File: config.mk
export PLATFORM = sky130hd
export DESIGN_NAME = tremor_envelope_to_haptic_level_unit
export DESIGN_NICKNAME = d
export VERILOG_FILES = /design/src/hw/rtl/tehl_pkg.sv /design/src/hw/rtl/tremor_envelope_to_haptic_level_unit.sv
export SDC_FILE = /design/constraint.sdc
export NUM_CORES = 2
export LEC_CHECK = 0
export ABC_AREA = 1
export BUFFER_PORTS_ARGS = -buffer_cell sky130_fd_sc_hd__buf_2
export CORE_MARGIN = 2
export CORE_UTILIZATION = 23
export CTS_BUF_LIST = sky130_fd_sc_hd__clkbuf_8
export CTS_CLUSTER_DIAMETER = 80
export DETAILED_ROUTE_END_ITERATION = 12
export PLACE_DENSITY_LB_ADDON = 0.2
export REMOVE_ABC_BUFFERS = 1
export SETUP_SLACK_MARGIN = 0.02
export SYNTH_ARGS = -nofsm -noshare
export SYNTH_HDL_FRONTEND = slang
export SYNTH_SLANG_ARGS = --single-unit
File: constraint.sdc
create_clock -name aclk -period 12.8 [get_ports aclk]
set_clock_uncertainty 0.15 [all_clocks]
set_input_delay 1.92 -clock aclk [delete_from_list [all_inputs] [get_ports aclk]]
set_output_delay 1.92 -clock aclk [all_outputs]
set_load 0.01 [all_outputs]
File: src/hw/rtl/tehl_pkg.sv
// Shared types and constants of the tremor envelope to haptic level unit.
package tehl_pkg;

    // Field widths of the words on both channels.
    localparam int ACCEL_W = 16;
    localparam int MAG_W   = 16;
    localparam int ENV_W   = 24;
    localparam int LVL_W   = 7;
    localparam int CFG_W   = 16;
    localparam int CFG_IDX_W = 3;

    // Largest envelope value.
    localparam logic [ENV_W-1:0] ENV_MAX = '1;

    // Configuration register indexes.
    localparam logic [CFG_IDX_W-1:0] REG_SMOOTHING_COEFF  = 3'd0;
    localparam logic [CFG_IDX_W-1:0] REG_GRAVITY_OFFSET   = 3'd1;
    localparam logic [CFG_IDX_W-1:0] REG_TREMOR_THRESHOLD = 3'd2;
    localparam logic [CFG_IDX_W-1:0] REG_FULL_SCALE_LEVEL = 3'd3;
    localparam logic [CFG_IDX_W-1:0] REG_MIN_LEVEL        = 3'd4;
    localparam logic [CFG_IDX_W-1:0] REG_MAX_LEVEL        = 3'd5;

    // Reset values of the configuration registers.
    localparam logic [15:0]      RST_SMOOTHING_COEFF  = 16'd55706;
    localparam logic [15:0]      RST_GRAVITY_OFFSET   = 16'd8192;
    localparam logic [15:0]      RST_TREMOR_THRESHOLD = 16'd287;
    localparam logic [15:0]      RST_FULL_SCALE_LEVEL = 16'd1638;
    localparam logic [LVL_W-1:0] RST_MIN_LEVEL        = 7'd0;
    localparam logic [LVL_W-1:0] RST_MAX_LEVEL        = 7'd127;

    // Input word: one accelerometer sample.
    typedef struct packed {
        logic signed [ACCEL_W-1:0] accel_x;
        logic signed [ACCEL_W-1:0] accel_y;
        logic signed [ACCEL_W-1:0] accel_z;
        logic                      sample_valid;
    } in_word_t;

    // Output word: drive level, envelope and magnitude used.
    typedef struct packed {
        logic [LVL_W-1:0] haptic_level;
        logic [ENV_W-1:0] tremor_envelope;
        logic [MAG_W-1:0] magnitude;
    } out_word_t;

    // Sequencer states.
    typedef enum logic [3:0] {
        ST_IDLE,
        ST_SQ,
        ST_SQRT,
        ST_LP_MUL,
        ST_LP_UPD,
        ST_HP,
        ST_ENV_MUL,
        ST_ENV_UPD,
        ST_LVL,
        ST_DIV,
        ST_LVL_FIN,
        ST_DONE
    } seq_state_t;

endpackage

File: src/hw/rtl/tremor_envelope_to_haptic_level_unit.sv
// Top level of the tremor envelope to haptic level unit: sequencer and shared datapath.

// One accelerometer word is taken at a time. For a word with a new sample, the three squares
// are formed on the shared multiplier. A 16-step square root and a 9-step level division run
// on the shared subtractor. Further steps cover the two filters, the level mapping and the
// hand-over. A word that reuses the held magnitude skips the squares and the root. An
// envelope below the threshold, or a full scale not above it, skips the division and its final
// step. The unit is ready again in the same cycle as the result appears. The result sits in an
// output register, so the next word is accepted as soon as the sequencer is idle, even while
// the previous result still waits to be taken. Configuration registers are written through a
// plain write port with no wait, and should only be written while the unit is idle.
module tremor_envelope_to_haptic_level_unit #(
    parameter int FILTER_FRAC_BITS = 8
) (
    input  logic                                  aclk,
    input  logic                                  aresetn,
    input  logic                                  s_valid,
    output logic                                  s_ready,
    input  tehl_pkg::in_word_t                    s_data,
    output logic                                  m_valid,
    input  logic                                  m_ready,
    output tehl_pkg::out_word_t                   m_data,
    input  logic                                  cfg_wr_en,
    input  logic [tehl_pkg::CFG_IDX_W-1:0]        cfg_index,
    input  logic [tehl_pkg::CFG_W-1:0]            cfg_wr_data
);

    localparam int F       = FILTER_FRAC_BITS;
    localparam int MOV_W   = 17 + F;                   // movement and low-pass value
    localparam int DIF_W   = MOV_W + 1;                // filter differences
    localparam int D_W     = (DIF_W > 25) ? DIF_W : 25; // multiplier B operand
    localparam int P_W     = 17 + D_W;                 // product
    localparam int THR_W   = 16 + F;                   // scaled threshold and span
    localparam int CMP_W   = (THR_W > 24) ? THR_W : 24;
    localparam int RW      = (DIF_W > 25) ? DIF_W : 25;
    localparam int SUB_W   = (THR_W + 8 > 32) ? THR_W + 8 : 32;

    // Configuration registers.
    logic [15:0]                    coef_reg, coef_next;
    logic [15:0]                    grav_reg, grav_next;
    logic [15:0]                    thr_reg, thr_next;
    logic [15:0]                    fsl_reg, fsl_next;
    logic [tehl_pkg::LVL_W-1:0]     min_reg, min_next;
    logic [tehl_pkg::LVL_W-1:0]     max_reg, max_next;

    // Sequencer and working registers.
    tehl_pkg::seq_state_t           st_reg, st_next;
    logic [3:0]                     cnt_reg, cnt_next;
    logic signed [15:0]             x_reg, x_next;
    logic signed [15:0]             y_reg, y_next;
    logic signed [15:0]             z_reg, z_next;
    logic [31:0]                    acc_reg, acc_next;
    logic [31:0]                    root_reg, root_next;
    logic [8:0]                     q_reg, q_next;
    logic signed [P_W-1:0]          prod_reg, prod_next;
    logic signed [MOV_W-1:0]        mov_reg, mov_next;
    logic [tehl_pkg::ENV_W-1:0]     rect_reg, rect_next;
    logic [tehl_pkg::LVL_W-1:0]     lvl_reg, lvl_next;

    // Filter state.
    logic [tehl_pkg::MAG_W-1:0]     mag_reg, mag_next;
    logic signed [MOV_W-1:0]        lp_reg, lp_next;
    logic [tehl_pkg::ENV_W-1:0]     env_reg, env_next;

    // Output register.
    logic                           m_valid_reg, m_valid_next;
    tehl_pkg::out_word_t            m_data_reg, m_data_next;

    // Shared multiplier and subtractor.
    logic signed [16:0]             mul_a;
    logic signed [D_W-1:0]          mul_b;
    logic signed [P_W-1:0]          mul_p;
    logic [SUB_W-1:0]               sub_a;
    logic [SUB_W-1:0]               sub_b;
    logic [SUB_W:0]                 sub_res;
    logic                           sub_ge;

    // Helper values.
    logic [31:0]                    sq_bit;
    logic [31:0]                    sq_trial;
    logic signed [15:0]             sq_src;
    logic signed [16:0]             mag_diff;
    logic signed [MOV_W-1:0]        mov_val;
    logic signed [DIF_W-1:0]        lp_d;
    logic signed [24:0]             env_d;
    logic signed [P_W:0]            prod_ext;
    logic signed [P_W:0]            prod_sh;
    logic signed [DIF_W-1:0]        lp_sum;
    logic signed [DIF_W-1:0]        hp_val;
    logic [DIF_W-1:0]               hp_abs;
    logic signed [25:0]             env_sum;
    logic [THR_W-1:0]               thr_s;
    logic [THR_W-1:0]               span;
    logic [tehl_pkg::ENV_W-1:0]     lvl_diff;
    logic                           env_below;
    logic [tehl_pkg::LVL_W-1:0]     add_lvl;
    logic [tehl_pkg::LVL_W:0]       lvl_sum;

    assign s_ready = (st_reg == tehl_pkg::ST_IDLE);
    assign m_valid = m_valid_reg;
    assign m_data  = m_data_reg;

    // Values derived from state and configuration.
    always_comb begin
        sq_bit   = 32'd1 << {cnt_reg, 1'b0};
        sq_trial = root_reg + sq_bit;
        mag_diff = $signed({1'b0, mag_reg}) - $signed({1'b0, grav_reg});
        mov_val  = MOV_W'(mag_diff) <<< F;
        lp_d     = DIF_W'(lp_reg) - DIF_W'(mov_val);
        env_d    = $signed({1'b0, env_reg}) - $signed({1'b0, rect_reg});
        prod_ext = (P_W+1)'(prod_reg) + (P_W+1)'($signed({1'b0, 16'h8000}));
        prod_sh  = prod_ext >>> 16;
        lp_sum   = DIF_W'(mov_reg) + DIF_W'(prod_sh);
        hp_val   = DIF_W'(mov_reg) - DIF_W'(lp_reg);
        hp_abs   = hp_val[DIF_W-1] ? DIF_W'(-hp_val) : DIF_W'(hp_val);
        env_sum  = 26'($signed({1'b0, rect_reg})) + 26'(prod_sh);
        thr_s    = THR_W'(thr_reg) << F;
        span     = THR_W'(fsl_reg - thr_reg) << F;
        env_below = CMP_W'(env_reg) < CMP_W'(thr_s);
        lvl_diff = tehl_pkg::ENV_W'(CMP_W'(env_reg) - CMP_W'(thr_s));
        add_lvl  = (q_reg > {2'b00, max_reg}) ? max_reg : q_reg[tehl_pkg::LVL_W-1:0];
        lvl_sum  = {1'b0, min_reg} + {1'b0, add_lvl};
    end

    // Square source for the current square step.
    always_comb begin
        case (cnt_reg[1:0])
            2'd0:    sq_src = x_reg;
            2'd1:    sq_src = y_reg;
            default: sq_src = z_reg;
        endcase
    end

    // Shared multiplier operand selection.
    always_comb begin
        case (st_reg)
            tehl_pkg::ST_SQ: begin
                mul_a = 17'(sq_src);
                mul_b = D_W'(sq_src);
            end
            tehl_pkg::ST_LP_MUL: begin
                mul_a = $signed({1'b0, coef_reg});
                mul_b = D_W'(lp_d);
            end
            tehl_pkg::ST_ENV_MUL: begin
                mul_a = $signed({1'b0, coef_reg});
                mul_b = D_W'(env_d);
            end
            tehl_pkg::ST_LVL: begin
                mul_a = $signed(17'(max_reg));
                mul_b = $signed(D_W'(lvl_diff));
            end
            default: begin
                mul_a = '0;
                mul_b = '0;
            end
        endcase
        mul_p = P_W'(mul_a) * P_W'(mul_b);
    end

    // Shared subtractor: square-root and division steps.
    always_comb begin
        case (st_reg)
            tehl_pkg::ST_SQRT: begin
                sub_a = SUB_W'(acc_reg);
                sub_b = SUB_W'(sq_trial);
            end
            tehl_pkg::ST_DIV: begin
                sub_a = SUB_W'(acc_reg);
                sub_b = SUB_W'(span) << cnt_reg;
            end
            default: begin
                sub_a = '0;
                sub_b = '0;
            end
        endcase
        sub_res = {1'b0, sub_a} - {1'b0, sub_b};
        sub_ge  = !sub_res[SUB_W];
    end

    // Sequencer: next state and next register values.
    always_comb begin
        st_next      = st_reg;
        cnt_next     = cnt_reg;
        x_next       = x_reg;
        y_next       = y_reg;
        z_next       = z_reg;
        acc_next     = acc_reg;
        root_next    = root_reg;
        q_next       = q_reg;
        prod_next    = prod_reg;
        mov_next     = mov_reg;
        rect_next    = rect_reg;
        lvl_next     = lvl_reg;
        mag_next     = mag_reg;
        lp_next      = lp_reg;
        env_next     = env_reg;
        m_valid_next = m_valid_reg;
        m_data_next  = m_data_reg;
        coef_next    = coef_reg;
        grav_next    = grav_reg;
        thr_next     = thr_reg;
        fsl_next     = fsl_reg;
        min_next     = min_reg;
        max_next     = max_reg;

        // The downstream side takes the waiting result.
        if (m_valid_reg && m_ready) begin
            m_valid_next = 1'b0;
        end

        case (st_reg)
            tehl_pkg::ST_IDLE: begin
                if (s_valid) begin
                    x_next   = s_data.accel_x;
                    y_next   = s_data.accel_y;
                    z_next   = s_data.accel_z;
                    acc_next = '0;
                    cnt_next = '0;
                    st_next  = s_data.sample_valid ? tehl_pkg::ST_SQ : tehl_pkg::ST_LP_MUL;
                end
            end
            tehl_pkg::ST_SQ: begin
                // Squares are issued in steps 0 to 2; each is held in the product register and summed in steps 1 to 3.
                prod_next = mul_p;
                if (cnt_reg != 4'd0) begin
                    acc_next = acc_reg + prod_reg[31:0];
                end
                if (cnt_reg == 4'd3) begin
                    cnt_next  = 4'd15;
                    root_next = '0;
                    st_next   = tehl_pkg::ST_SQRT;
                end else begin
                    cnt_next = cnt_reg + 4'd1;
                end
            end
            tehl_pkg::ST_SQRT: begin
                // One result bit per cycle, the largest first.
                if (sub_ge) begin
                    acc_next  = sub_res[31:0];
                    root_next = (root_reg >> 1) + sq_bit;
                end else begin
                    root_next = root_reg >> 1;
                end
                cnt_next = cnt_reg - 4'd1;
                if (cnt_reg == 4'd0) begin
                    mag_next = root_next[tehl_pkg::MAG_W-1:0];
                    st_next  = tehl_pkg::ST_LP_MUL;
                end
            end
            tehl_pkg::ST_LP_MUL: begin
                mov_next  = mov_val;
                prod_next = mul_p;
                st_next   = tehl_pkg::ST_LP_UPD;
            end
            tehl_pkg::ST_LP_UPD: begin
                lp_next = MOV_W'(lp_sum);
                st_next = tehl_pkg::ST_HP;
            end
            tehl_pkg::ST_HP: begin
                // Rectify the high-pass value and saturate it to the envelope width.
                if (RW'(hp_abs) > RW'(tehl_pkg::ENV_MAX)) begin
                    rect_next = tehl_pkg::ENV_MAX;
                end else begin
                    rect_next = tehl_pkg::ENV_W'(hp_abs);
                end
                st_next = tehl_pkg::ST_ENV_MUL;
            end
            tehl_pkg::ST_ENV_MUL: begin
                prod_next = mul_p;
                st_next   = tehl_pkg::ST_ENV_UPD;
            end
            tehl_pkg::ST_ENV_UPD: begin
                env_next = env_sum[tehl_pkg::ENV_W-1:0];
                st_next  = tehl_pkg::ST_LVL;
            end
            tehl_pkg::ST_LVL: begin
                // Below threshold, a step to full drive, or the linear mapping.
                if (env_below) begin
                    lvl_next = (min_reg > max_reg) ? max_reg : min_reg;
                    st_next  = tehl_pkg::ST_DONE;
                end else if (fsl_reg <= thr_reg) begin
                    lvl_next = max_reg;
                    st_next  = tehl_pkg::ST_DONE;
                end else begin
                    prod_next = mul_p;
                    acc_next  = 32'(mul_p[30:0]);
                    q_next    = '0;
                    cnt_next  = 4'd8;
                    st_next   = tehl_pkg::ST_DIV;
                end
            end
            tehl_pkg::ST_DIV: begin
                // Restoring division, nine quotient bits; anything larger clamps anyway.
                if (sub_ge) begin
                    acc_next = sub_res[31:0];
                end
                q_next   = {q_reg[7:0], sub_ge};
                cnt_next = cnt_reg - 4'd1;
                if (cnt_reg == 4'd0) begin
                    st_next = tehl_pkg::ST_LVL_FIN;
                end
            end
            tehl_pkg::ST_LVL_FIN: begin
                if (lvl_sum > {1'b0, max_reg}) begin
                    lvl_next = max_reg;
                end else begin
                    lvl_next = lvl_sum[tehl_pkg::LVL_W-1:0];
                end
                st_next = tehl_pkg::ST_DONE;
            end
            tehl_pkg::ST_DONE: begin
                // Hand the word over once the output register is free.
                if (!m_valid_reg || m_ready) begin
                    m_valid_next                = 1'b1;
                    m_data_next.haptic_level    = lvl_reg;
                    m_data_next.tremor_envelope = env_reg;
                    m_data_next.magnitude       = mag_reg;
                    st_next                     = tehl_pkg::ST_IDLE;
                end
            end
            default: begin
                st_next = tehl_pkg::ST_IDLE;
            end
        endcase

        // Configuration writes; unknown indexes are ignored.
        if (cfg_wr_en) begin
            case (cfg_index)
                tehl_pkg::REG_SMOOTHING_COEFF:  coef_next = cfg_wr_data;
                tehl_pkg::REG_GRAVITY_OFFSET:   grav_next = cfg_wr_data;
                tehl_pkg::REG_TREMOR_THRESHOLD: thr_next  = cfg_wr_data;
                tehl_pkg::REG_FULL_SCALE_LEVEL: fsl_next  = cfg_wr_data;
                tehl_pkg::REG_MIN_LEVEL:        min_next  = cfg_wr_data[tehl_pkg::LVL_W-1:0];
                tehl_pkg::REG_MAX_LEVEL:        max_next  = cfg_wr_data[tehl_pkg::LVL_W-1:0];
                default: begin
                end
            endcase
        end
    end

    // Control, configuration and filter state registers.
    always_ff @(posedge aclk) begin
        if (!aresetn) begin
            st_reg      <= tehl_pkg::ST_IDLE;
            cnt_reg     <= '0;
            m_valid_reg <= 1'b0;
            mag_reg     <= '0;
            lp_reg      <= '0;
            env_reg     <= '0;
            coef_reg    <= tehl_pkg::RST_SMOOTHING_COEFF;
            grav_reg    <= tehl_pkg::RST_GRAVITY_OFFSET;
            thr_reg     <= tehl_pkg::RST_TREMOR_THRESHOLD;
            fsl_reg     <= tehl_pkg::RST_FULL_SCALE_LEVEL;
            min_reg     <= tehl_pkg::RST_MIN_LEVEL;
            max_reg     <= tehl_pkg::RST_MAX_LEVEL;
        end else begin
            st_reg      <= st_next;
            cnt_reg     <= cnt_next;
            m_valid_reg <= m_valid_next;
            mag_reg     <= mag_next;
            lp_reg      <= lp_next;
            env_reg     <= env_next;
            coef_reg    <= coef_next;
            grav_reg    <= grav_next;
            thr_reg     <= thr_next;
            fsl_reg     <= fsl_next;
            min_reg     <= min_next;
            max_reg     <= max_next;
        end
    end

    // Working and payload registers.
    always_ff @(posedge aclk) begin
        x_reg      <= x_next;
        y_reg      <= y_next;
        z_reg      <= z_next;
        acc_reg    <= acc_next;
        root_reg   <= root_next;
        q_reg      <= q_next;
        prod_reg   <= prod_next;
        mov_reg    <= mov_next;
        rect_reg   <= rect_next;
        lvl_reg    <= lvl_next;
        m_data_reg <= m_data_next;
    end

endmodule
## Word level (Yosys, flattened, before mapping)

Cells that the tools add are included.

- Bits in registers: 409
- Input port bits: 73
- Output and inout port bits: 49
- Word-level logic and storage cells: 156

- Add/subtract/negate cells: 17
- $mul: 1
- Magnitude comparators: 6
- Eq/ne operators: 28
- Shifts and indexed selects: 2
- Multiplexer cells: 44
- Reductions and logical operators: 33

Operator list:

| kind | number |
|---|---|
| $mux 32 | 8 |
| $pmux 32 s2 | 2 |
| $pmux 32 s4 | 1 |
| $pmux 26 s4 | 1 |
| $mux 41 | 2 |
| $pmux 41 s2 | 1 |
| $add 32x32->32 | 2 |
| $sub 25x25->26 | 2 |
| $pmux 17 s3 | 1 |
| $pmux 4 s12 | 1 |
| $add 41x17->41 const B | 1 |
| $mul 17x26->41 | 1 |
| $mux 4 | 9 |
| $mux 7 | 5 |
| $sub 32x32->33 | 1 |
| $add 31x32->32 | 1 |
| $pmux 16 s2 | 1 |
| $shl 1x5->32 const A | 1 |
| $shl 24x4->32 | 1 |
| $gt 26x24->1 const B | 1 |
| $mux 26 | 1 |
| $neg 26->26 | 1 |
| $add 25x25->25 | 1 |
| $sub 24x24->25 | 1 |
| other kinds (43) | 84 |

## Depth between registers and ports, before layout

- Depth after elaboration: 7
- Gate-level depth with buffers: 55
- Mapped depth without buffers: 53

## Least setup slack after synthesis

Ideal clock, no wire load.

- Kind: reg-to-reg
- Start point: reg mag_reg[0] (netlist name)
- End point: reg prod_reg[40], data pin
- Library setup time: 0.252 ns
- Arrival time: 8.398 ns
- Required time: 12.398 ns
- Setup slack: 4.000 ns
- Stages on the path, launching flop included: 53
- Buffers on the path: 2
- Period minus slack after synthesis: 8.800 ns
- Cells stage by stage: dfxtp_1 -> inv_1 -> ha_1 -> inv_1 -> fa_1 -> nand3_1 -> nand2_1 -> nand2_1 -> nand2_1 -> a21oi_1 -> o21bai_1 -> nand3_1 -> nand2_1 -> nand2_1 -> nand2_1 -> or2_2 -> and2_1 -> inv_1 -> [... 17 more ...] -> inv_1 -> fa_1 -> fa_1 -> fa_1 -> inv_1 -> fa_1 -> inv_1 -> ha_1 -> a21oi_1 -> nor2_1 -> a211oi_1 -> o211ai_1 -> a21oi_1 -> nand2_1 -> a31oi_1 -> inv_1 -> nand2_1 -> nand2_1

- Word-level cells in the longest chain between the ends: 7

RTL lines:

| what | line | RTL |
|---|---|---|
| start, declared | tremor_envelope_to_haptic_level_unit.sv:61 | `logic [tehl_pkg::MAG_W-1:0] mag_reg, mag_next;` |
| start signal, assigned | tremor_envelope_to_haptic_level_unit.sv:361 | `mag_reg <= mag_next;` |
| $sub 16x16->17 (*) | tremor_envelope_to_haptic_level_unit.sv:107 | `mag_diff = $signed({1'b0, mag_reg}) - $signed({1'b0, grav_reg});` |
| net mag_diff[14] | tremor_envelope_to_haptic_level_unit.sv:82 | `logic signed [16:0] mag_diff;` |
| $sub 25x25->26 (*) | tremor_envelope_to_haptic_level_unit.sv:109 | `lp_d = DIF_W'(lp_reg) - DIF_W'(mov_val);` |
| $pmux 26 s4 (*) | tremor_envelope_to_haptic_level_unit.sv:136 | `case (st_reg)` |
| $mul 17x26->41 (*) | tremor_envelope_to_haptic_level_unit.sv:158 | `mul_p = P_W'(mul_a) * P_W'(mul_b);` |
| net mul_p[40] | tremor_envelope_to_haptic_level_unit.sv:72 | `logic signed [P_W-1:0] mul_p;` |
| $mux 41 | tremor_envelope_to_haptic_level_unit.sv:282 | `end else if (fsl_reg <= thr_reg) begin` |
| $mux 41 | tremor_envelope_to_haptic_level_unit.sv:279 | `if (env_below) begin` |
| $pmux 41 s2 (*) | tremor_envelope_to_haptic_level_unit.sv:212 | `case (st_reg)` |
| end signal, assigned | tremor_envelope_to_haptic_level_unit.sv:381 | `prod_reg <= prod_next;` |
| end, declared | tremor_envelope_to_haptic_level_unit.sv:55 | `logic signed [P_W-1:0] prod_reg, prod_next;` |

The timed path passes the listed nets; every way through them passes the cells marked *. The select of a mux whose other input is x is not followed.
A chain may end at the register's enable or synchronous reset.

## Final worst setup path

Same ends and word-level chain as after synthesis.

==> impl_summary.txt <==
----------------------------------------------------
[Logic synthesis]
  EDFF count, synth ... 257
  Post-synthesis instance total ... 6572
  Async set-or-reset flop fraction in the synthesized netlist ... 0%
  Average cell area after synthesis ... 7.37 um2
  Cell taking the most area after synthesis ... fa_1
  Top cells by area in the synthesized netlist ... fa_1 17%, edfxtp_1 16%, nand2_1 10%
  Flop and latch count out of synthesis ... 409
  Distinct cell type count after synthesis ... 68
  Cell with the most instances after synthesis ... nand2_1
  Synth top area share ... 17.4%
  Sequential fraction of the synthesis area ... 22.2%
  Syn Std Cell Area ... 0.0485 mm2
  Post-synth top cells ... 1298 x nand2_1, 1209 x inv_1, 698 x nor2_1
  Most common flop cell mapped by yosys ... edfxtp_1
  Yosys warning count ... 0

[Worst setup path]
  Slowest CP cell ... nand4_1
  Reg-to-reg critical path endpoint ... prod_reg[40]
  FF-to-FF setup slack ... 2.18 ns
  Critical path type ... register to register
  Largest stage delay on the critical path ... 0.87 ns
  Worst Setup End Kind ... register
  Crit path DAT ... 11.04 ns
  Type of origin of the critical path ... register
  Required time worst endpoint ... 13.23 ns
  Most used cell, CP ... nand2_1
  Largest driver fanout on the critical path ... 10
  Number of cells on the worst reg-to-reg path ... 47
  FF-to-FF Start ... mag_reg[0]

[Routing]
  Via-to-Cell Ratio ... 4.65
  Antenna Violating Nets Remaining ... 0
  DR WL met2 ... 92000 um
  Total iterations of the first detailed-routing run ... 7
  DRT iter0 DRCs ... 3048
  Remaining DRCs ... 0
  Routed len/inst ... 20.9 um
  Detailed-route via count ... 44500
  Detailed route wirelength on metal3 ... 9950 um
  Total detailed-routing wirelength ... 200000 um
  Max Used Layer ... met5
  Met1 routed wirelength after detailed routing ... 90700 um

[Global routing]
  Number of antenna violations at the first check in global routing ... 7
  Via count of the first global-routing pass ... 43900
  Gr usage total ... 18.3%
  Pin count of the biggest net entering global routing ... 84
  Overflow left after global routing ... 0
  Wire length of the first global-routing pass ... 294000 um

[Timing]
  Setup violation total in the final timing report ... 0
  Normalized max-slew margin ... 7.26%
  Number of hold violations in the final report ... 0
  RSZ-0062 raised after global routing ... no
  FMAX ... 0.0942 GHz
  Setup ws final ... 2.18 ns
  Period utilization ... 82.9%
  Number of max-slew violations in the final report ... 0
  TNS Setup ... 0 ns
  Transition time at the pin with the least slew margin ... 1.38 ns
  Final period demand of the worst path ... 10.62 ns

[CTS]
  Level count of the clock H-tree ... 3
  Post-CTS setup-driven buffer insertion count ... 0
  Clock input transition at the sequential cells of the worst setup and hold paths ... 0.06 ns
  Sink Count ... 409
  TritonCTS buffer count ... 81
  CTS root buf ... clkbuf_8
  CTS tree ... yes
  Clock latency at the later pin of the worst-skew pair ... 0.83 ns
  Post-cts resize count ... 0
  Number of hold buffers added after CTS ... 0
  Max Buffers Root-to-Sink ... 3

[Place]
  Hpwl dp ... 165000 um
  Quantity of I/O buffers inserted on ports ... 121
  Worst setup timing slack at the placement stage ... 2.29 ns
  Placer Congestion ... 0.947

[Floorplan]
  I/O Pins ... 122
  Number of rows in the core area ... 168
  Core area ... 0.210 mm2
  Die boundary width ... 463 um
  Initial Utilization ... 23.1%
  Full die area ... 0.214 mm2
  Die span in y ... 463 um

[Min path]
  Hold Crit Depth ... 0
  Hold Crit Start ... lvl_reg[6]
  Terminating pin of the worst hold path ... m_data[46]
  Type of the worst min-delay path ... register to register

[Finish]
  Filler Cells Inserted ... 23300
  Area growth, synth to finish ... 12.3%
  Fraction of final layout cells sized beyond drive strength 1 ... 6.61%
  Post-layout net count ... 7576
  Flip-flop count of the largest register after layout ... 47

[Run status]
  Outcome ... finished clean

[Flow run]
  Max-cap check violation count ... 0

----------------------------------------------------
[kinds of logic after synthesis]
group | after synthesis | share of synthesized area, %
xor+xnor | 183 | 3.34
flops | 409 | 22.2
compound gates | 1174 | 13.6
fa+ha+maj | 806 | 27.3
buf+inv | 1395 | 11.0
other cells | 2 | 0.0155
simple gates | 2603 | 22.5
[final cells by class]
type                    instances  area [um2]  share of cell area (%)
multi-input cells            4775       32500                    59.8
flip-flops and latches        409       10800                    19.8
inverters                    1241        4660                    8.57
well taps                    2805        3510                    6.45
clock buffers                  88        1210                    2.23
repair buffers                189        1120                    2.06
clock inverters                63         619                    1.14
diodes                          2        5.00                 0.00920
[how the worst max path moves through the flow]
stage                    start           end  slack (ns)  depth (start not counted)
finish              mag_reg[0]  prod_reg[40]        2.18                         47
global route        mag_reg[0]  prod_reg[40]        1.39                         46
CTS                 mag_reg[0]  prod_reg[40]        2.24                         46
detailed placement  mag_reg[0]  prod_reg[40]        2.29                         46
global placement    mag_reg[0]  prod_reg[40]        2.29                         46
floorplan           cnt_reg[1]  prod_reg[40]        3.88                         28
[stage by stage]
stage          hold WS [ns]  util [%]  area [um2]  instances
6_report              0.271      26.0       54400       9572
5_1_grt               0.290      26.0       54400       9571
4_1_cts               0.273      26.0       54400       9570
3_5_place_dp          0.263      25.1       52600       9419
3_3_place_gp          0.260      25.1       52600       9419
2_1_floorplan         0.250         -       47800       6425
[critical path, delay by kind of cell, from the launching register on]
family / cells / cell delay (ns)
simple gates: 16 / 2.45
compound gates: 11 / 1.98
flops: 1 / 0.33
buf+inv: 10 / 1.26
fa+ha+maj: 10 / 4.23
[routing by layer]
layer / up-vias / track usage, %
met5: - / 0
met1: 21700 / 24.7
met4: 2 / 6.13
met2: 1193 / 30.0
li1: 21400 / -
met3: 236 / 2.32
[cell usage in the layout (no fill, tap or decap), types with 88 or more instances in the layout]
| master | count |
|---|---|
| clkbuf_8 | 88 |
| ha_1 | 385 |
| buf_2 | 120 |
| o21ai_0 | 388 |
| nor2_1 | 690 |
| dfxtp_1 | 152 |
| fa_1 | 421 |
| nand2_1 | 1298 |
| inv_1 | 1232 |
| nand3_1 | 323 |
| xor2_1 | 124 |
| a21oi_1 | 510 |
| edfxtp_1 | 257 |
Power is left out: the tool's default activity adds up to more than one toggle a clock period on the data nets, which glitch-free logic cannot reach.
